## config.mk

```make
export PLATFORM = sky130hd
export DESIGN_NAME = qlte_ctrl
export DESIGN_NICKNAME = d
export VERILOG_FILES = /design/src/hdl/qlte_pkg.sv /design/src/hdl/qlte_ctrl.sv
export SDC_FILE = /design/constraint.sdc
export NUM_CORES = 1
export LEC_CHECK = 0
export ABC_AREA = 1
export BUFFER_PORTS_ARGS = -buffer_cell sky130_fd_sc_hd__clkbuf_2
export CAP_MARGIN = 20
export CELL_PAD_IN_SITES_DETAIL_PLACEMENT = 1
export CELL_PAD_IN_SITES_GLOBAL_PLACEMENT = 2
export CORE_ASPECT_RATIO = 1.2
export CORE_MARGIN = 4
export CORE_UTILIZATION = 19
export DETAILED_ROUTE_END_ITERATION = 7
export PLACE_DENSITY = 0.88
export SYNTH_ARGS = -nofsm -noshare
export SYNTH_HDL_FRONTEND = slang
export SYNTH_SLANG_ARGS = --single-unit
export TNS_END_PERCENT = 100
```

## constraint.sdc

```tcl
create_clock -name clk -period 3.24 [get_ports clk]
set_clock_uncertainty 0.15 [all_clocks]
set_input_delay 0.324 -clock clk [delete_from_list [all_inputs] [get_ports clk]]
set_output_delay 0.324 -clock clk [all_outputs]
set_load 0.005 [all_outputs]
```

## src/hdl/qlte_pkg.sv

```systemverilog
// shared types and constants for the q-learning table engine
`timescale 1ns / 1ps

package qlte_pkg;

  // operation codes on the request func field
  localparam logic FUNC_CHOOSE = 1'b0;
  localparam logic FUNC_UPDATE = 1'b1;

  // configuration register indexes
  localparam logic [1:0] CFG_EPSILON  = 2'd0;
  localparam logic [1:0] CFG_ALPHA    = 2'd1;
  localparam logic [1:0] CFG_GAMMA    = 2'd2;

  localparam logic [6:0]  EPSILON_RESET = 7'd20;
  localparam logic [15:0] ALPHA_RESET   = 16'd6554;
  localparam logic [15:0] GAMMA_RESET   = 16'd58982;

  typedef struct packed {
    logic               func;
    logic [7:0]         state_key;
    logic [2:0]         action;
    logic signed [31:0] reward;
    logic [7:0]         next_state_key;
    logic [6:0]         random_draw;
    logic [2:0]         random_action;
  } req_t;

  typedef struct packed {
    logic [2:0]         chosen_action;
    logic               explored;
    logic signed [31:0] new_value;
  } resp_t;

  typedef enum logic [3:0] {
    ST_CLEAR,
    ST_IDLE,
    ST_SCAN,
    ST_DRAIN,
    ST_QREAD,
    ST_MUL1,
    ST_TARGET,
    ST_MUL2,
    ST_SUM,
    ST_WRITE,
    ST_DONE
  } state_t;

  // controller to datapath
  typedef struct packed {
    logic load_item;
    logic clear_we;
    logic scan_step;
    logic mark_seen;
    logic q_read_sa;
    logic mul1;
    logic target;
    logic mul2;
    logic sum;
    logic write_q;
    logic load_res;
  } ctl_t;

  // datapath to controller
  typedef struct packed {
    logic in_update;
    logic in_act_ok;
    logic item_update;
    logic scan_last;
    logic clr_last;
    logic res_free;
  } sts_t;

endpackage

```

## src/hdl/qlte_ctrl.sv

```systemverilog
// sequencing state machine for the q-learning table engine
`timescale 1ns / 1ps

module qlte_ctrl
  import qlte_pkg::*;
(
  input  logic clk,
  input  logic rst,
  input  logic req_valid,
  output logic req_stall,
  input  sts_t sts,
  output ctl_t ctl
);

  state_t state;
  state_t state_next;

  always_ff @(posedge clk) begin
    if (rst) begin
      state <= ST_CLEAR;
    end else begin
      state <= state_next;
    end
  end

  always_comb begin
    state_next = state;
    case (state)
      ST_CLEAR: begin
        if (sts.clr_last) state_next = ST_IDLE;
      end
      ST_IDLE: begin
        if (req_valid) begin
          // update with an out of range action skips straight to the result
          if (!sts.in_update || sts.in_act_ok) state_next = ST_SCAN;
          else state_next = ST_DONE;
        end
      end
      ST_SCAN: begin
        if (sts.scan_last) state_next = sts.item_update ? ST_QREAD : ST_DRAIN;
      end
      ST_DRAIN:  state_next = ST_DONE;
      ST_QREAD:  state_next = ST_MUL1;
      ST_MUL1:   state_next = ST_TARGET;
      ST_TARGET: state_next = ST_MUL2;
      ST_MUL2:   state_next = ST_SUM;
      ST_SUM:    state_next = ST_WRITE;
      ST_WRITE:  state_next = ST_DONE;
      ST_DONE: begin
        if (sts.res_free) state_next = ST_IDLE;
      end
      default:   state_next = ST_CLEAR;
    endcase
  end

  always_comb begin
    ctl = '0;
    req_stall = 1'b1;
    case (state)
      ST_CLEAR:  ctl.clear_we = 1'b1;
      ST_IDLE: begin
        req_stall = 1'b0;
        ctl.load_item = req_valid;
      end
      ST_SCAN: begin
        ctl.scan_step = 1'b1;
        ctl.mark_seen = sts.item_update;
      end
      ST_DRAIN:  ctl = '0;
      ST_QREAD:  ctl.q_read_sa = 1'b1;
      ST_MUL1:   ctl.mul1 = 1'b1;
      ST_TARGET: ctl.target = 1'b1;
      ST_MUL2:   ctl.mul2 = 1'b1;
      ST_SUM:    ctl.sum = 1'b1;
      ST_WRITE:  ctl.write_q = 1'b1;
      ST_DONE:   ctl.load_res = sts.res_free;
      default:   ctl = '0;
    endcase
  end

  a_busy_after_accept: assert property (@(posedge clk) disable iff (rst)
    (req_valid && !req_stall) |=> req_stall)
    else $error("request accepted but block not busy next cycle");

  a_done_returns_idle: assert property (@(posedge clk) disable iff (rst)
    (state == ST_DONE && sts.res_free) |=> state == ST_IDLE)
    else $error("result loaded but controller did not return to idle");

  a_update_scan_to_read: assert property (@(posedge clk) disable iff (rst)
    (state == ST_SCAN && sts.scan_last && sts.item_update) |=> state == ST_QREAD)
    else $error("update scan did not proceed to value read");

endmodule

```

# Word-level counts from Yosys, hierarchy flattened
# Index checks and enable logic that the tools add are counted.
[word_totals]
regBits = 4
in_bits = 9
out_inout_bits = 12
[op_classes]
n_eq_ne = 14
n_mux = 18
reduce_logical = 5
[ops]
columns = ["operator", "n"]
rows = [
  ["case mux 4 bit (10 select lines)", 1],
  ["2-to-1 mux 4 bit", 5],
  ["== test 4 x 3 -> 1 bit (second input constant)", 4],
  ["== test 4 bit (second input constant)", 3],
  ["2-to-1 mux 1 bit", 10],
  ["== test 4 x 2 -> 1 bit (second input constant)", 2],
  ["inequality test 2 bit (second input constant)", 4],
  ["== test 4 x 1 -> 1 bit (second input constant)", 1],
  ["logical NOT 4 bit", 1],
  ["AND reduction 4 bit", 1],
  ["2-to-1 mux 3 bit", 1],
  ["2-to-1 mux 2 bit", 1],
  ["OR reduction 2 bit", 1],
  ["logical NOT 1 bit", 1],
  ["logical OR 1 bit", 1],
]

# Depth between registers and ports, before layout
[logic_depth]
word_depth = 5
ltp_mapped = 8
ltp_nobuf = 8

# Worst setup path after synthesis
# OpenSTA, ideal clock, no wires.
[synth_path]
kind = "reg-to-output"
startpoint = "reg state[0]"
endpoint = "out ctl[10] (netlist bit)"
t_arrival_ns = 0.786
slack_ns = 1.980
stages_incl_launch_ff = 5
path_buffers = 0
path_cell_list = "dfxtp_1 inv_2 nor2_2 nand2_1 nor2_1"
[synth_lines]
columns = ["item", "line_no", "rtl"]
rows = [
  ["start: declaration", "qlte_ctrl.sv:15", "state_t state;"],
  ["start signal: assignment", "qlte_ctrl.sv:22", "state <= state_next;"],
  ["end: declaration", "qlte_ctrl.sv:12", "output ctl_t ctl"],
]

==> impl_metrics.env <==
export IMPL_place_congestion=0.757
export IMPL_setup_tns_ns=0
export IMPL_grtUsageTotal_pct=10.2
export IMPL_synth_cell_types=14
export IMPL_cts_setup_buffers=0
export IMPL_use_met1_pct=10.2
export IMPL_seqPwrFrac_pct=22.1
export IMPL_met2_usage_pct=18.8
export IMPL_drt_iter0_markers=4
export IMPL_dieArea_um2=2850
export IMPL_cts_resized=0
export IMPL_grt_max_degree=10
export IMPL_num_io_pins=21
export IMPL_ys_async_sr_fraction_pct=0
export IMPL_slew_headroom_pct=83.7
export IMPL_grt_antenna_before_repair=0
export IMPL_top_regs="state: 4 flops"
export IMPL_synth_area_top_cells="dfxtp_1 (20%), nand2_1 (18%), nor2_1 (17%)"
export IMPL_hold_path_class="in2reg"
export IMPL_via_per_inst=4.52
export IMPL_synth_nets=85
export IMPL_worst_pin_slew_ns=0.245
export IMPL_dp_hpwl_um=1140
export IMPL_hold_viol=0
export IMPL_drive_above_1_share_pct=31.3
export IMPL_largest_reg_flops=4
export IMPL_cap_violations=0
export IMPL_numCtsBuffers=3
export IMPL_wl_um=1300
export IMPL_clock_sinks=4
export IMPL_synth_top_area_share_pct=20.4
export IMPL_critPathBufInv=2
export IMPL_ff_latch_area_um2=80.1
export IMPL_cp_slowest_cell="dfxtp_1"
export IMPL_fmax_mhz=578
export IMPL_synth_ff_type="dfxtp_1"
export IMPL_swShare_pct=51.3
export IMPL_holdWs_ns=0.149
export IMPL_routedWlPerCell_um=11.0
export IMPL_maxSlewViolCount=0
export IMPL_clockPowerShare_pct=15.9
export IMPL_cp_required_ns=2.77
export IMPL_rsz0062_at_grt="no"
export IMPL_synthMostInstantiatedCell="nand2_1"
export IMPL_cts_root_buf="clkbuf_4"
export IMPL_min_period_over_period_pct=53.4
export IMPL_grt_ovfl_total=0
export IMPL_fin_nets=110
export IMPL_die_y_um=57.7
export IMPL_use_met3_pct=2.31
export IMPL_p_int_mw=0.196
export IMPL_critPathTopFamily="flip-flops"
export IMPL_clockBufferDepth=2
export IMPL_cts_max_level=1
export IMPL_grt_first_pass_wirelength_um=2240
export IMPL_worstPathMaxFanout=6
export IMPL_clk_latency_ns=0.24
export IMPL_crit_chain="inv_2 -> nor2_2 -> nand2_1 -> nor2_1 -> clkbuf_2"
export IMPL_start_util_pct=20.7
export IMPL_utilization_pct=28.4
export IMPL_syn_cell_area_um2=392
export IMPL_synth_area_per_cell_um2=5.15
export IMPL_ant_nets=0
export IMPL_ys_ff_latch=4
export IMPL_drtPass1Iterations=4
export IMPL_status="completed"
export IMPL_synth_cells=76
export IMPL_min_period_ns=1.73
export IMPL_multiInputGateArea_um2=255
export IMPL_synth_edf_count=0
export IMPL_p_per_area_nw_per_um2=749
export IMPL_crit_type="reg2out"
export IMPL_vias=533
export IMPL_ir_worst_vdd_mv=0.173
export IMPL_seq_area_frac_synth_pct=20.4
export IMPL_numPortBuffers=20
export IMPL_endpoint_kind="output pin"
export IMPL_ys_warn_count=0
export IMPL_yosysTopAreaCell="dfxtp_1"
export IMPL_total_power_mw=0.403
export IMPL_areaGrowthSynthToFinish_pct=37.4
export IMPL_die_width_um=49.4
export IMPL_p_comb_share_pct=62.0
export IMPL_setup_violations=0
export IMPL_p_leak_nw=0.314
export IMPL_top_usage_layer="met2"
export IMPL_p_switching_mw=0.207
export IMPL_critPathLaunchType="register"
export IMPL_grt_pass1_vias=537
export IMPL_cp_arrival_ns=1.26
export IMPL_top_register="state"
export IMPL_core_area_um2=1890
export IMPL_std_cell_rows=17
export IMPL_cts_tree="done"
export IMPL_diodes=0
export IMPL_fillers=272
export IMPL_drc_errors=0
export IMPL_synthTopCellsByCount="nand2_1 (19), nor2_1 (18), inv_1 (13), nand3_1 (8)"
export IMPL_ctsHoldBuffers=0
export IMPL_path_clk_slew_ns=0.04
export IMPL_slowest_delay_ns=0.44
==> per-layer routing <==
| layer | vias to the layer above | part of all wire [%] |
|---|---|---|
| li1 | 278 | - |
| met3 | 5 | 7.0 |
| met2 | 21 | 49 |
| met1 | 229 | 41 |
| met5 | - | 0 |
| met4 | 0 | 3.2 |
==> per-stage QoR <==
step / setup slack [ns] / cells / area [um2]
4_1_cts: 1.50 / 118 / 538
3_5_place_dp: 1.75 / 115 / 515
6_report: 1.51 / 118 / 538
3_3_place_gp: 1.78 / 115 / 515
5_1_grt: 1.36 / 118 / 538
2_1_floorplan: 1.98 / 76 / 392
==> worst paths after layout <==
kind | from | endpoint | slack [ns] | depth (start not counted)
worst max-delay path | state[1] | ctl[7] | 1.51 | 5
worst min-delay path | rst | state[1] | 0.15 | 2
worst max register to register | state[1] | state[1] | 1.83 | 8
worst min register to register | state[1] | state[1] | 0.46 | 2
==> power by group through the flow <==
stage	Sequential (mW)	Combinational (mW)	Clock, mW
finish	0.0892	0.250	0.0640
global route	0.0929	0.288	0.0716
CTS	0.0894	0.253	0.0641
detailed placement	0.0904	0.252	0
global placement	0.0880	0.248	0
floorplan	0.0844	0.174	0
==> layout by cell type, fill, tap and decap left out, drive strengths merged <==
cell type and n:
clkbuf 23, nor2 23, nand2 19, inv 15
nand3 8, dfxtp 4, a21oi 3, o21ai 2
nor3 1, nand4 1
==> cell type report <==
| cell class | instances | area share [%] |
|---|---|---|
| multi-input combinational | 57 | 47.4 |
| timing repair buffer | 20 | 18.6 |
| sequential | 4 | 14.9 |
| inverter | 15 | 10.5 |
| tap | 19 | 4.42 |
| clock buffer | 3 | 4.19 |
==> cells by family after synthesis <==
kind of cell           share of synthesized area, %
AO/OA/AOI/OAI                                  7.35
buffers and inverters                          14.4
flip-flops                                     20.4
AND/OR/NAND/NOR                                57.8
Note: power is estimated with default switching activity, not from simulation.
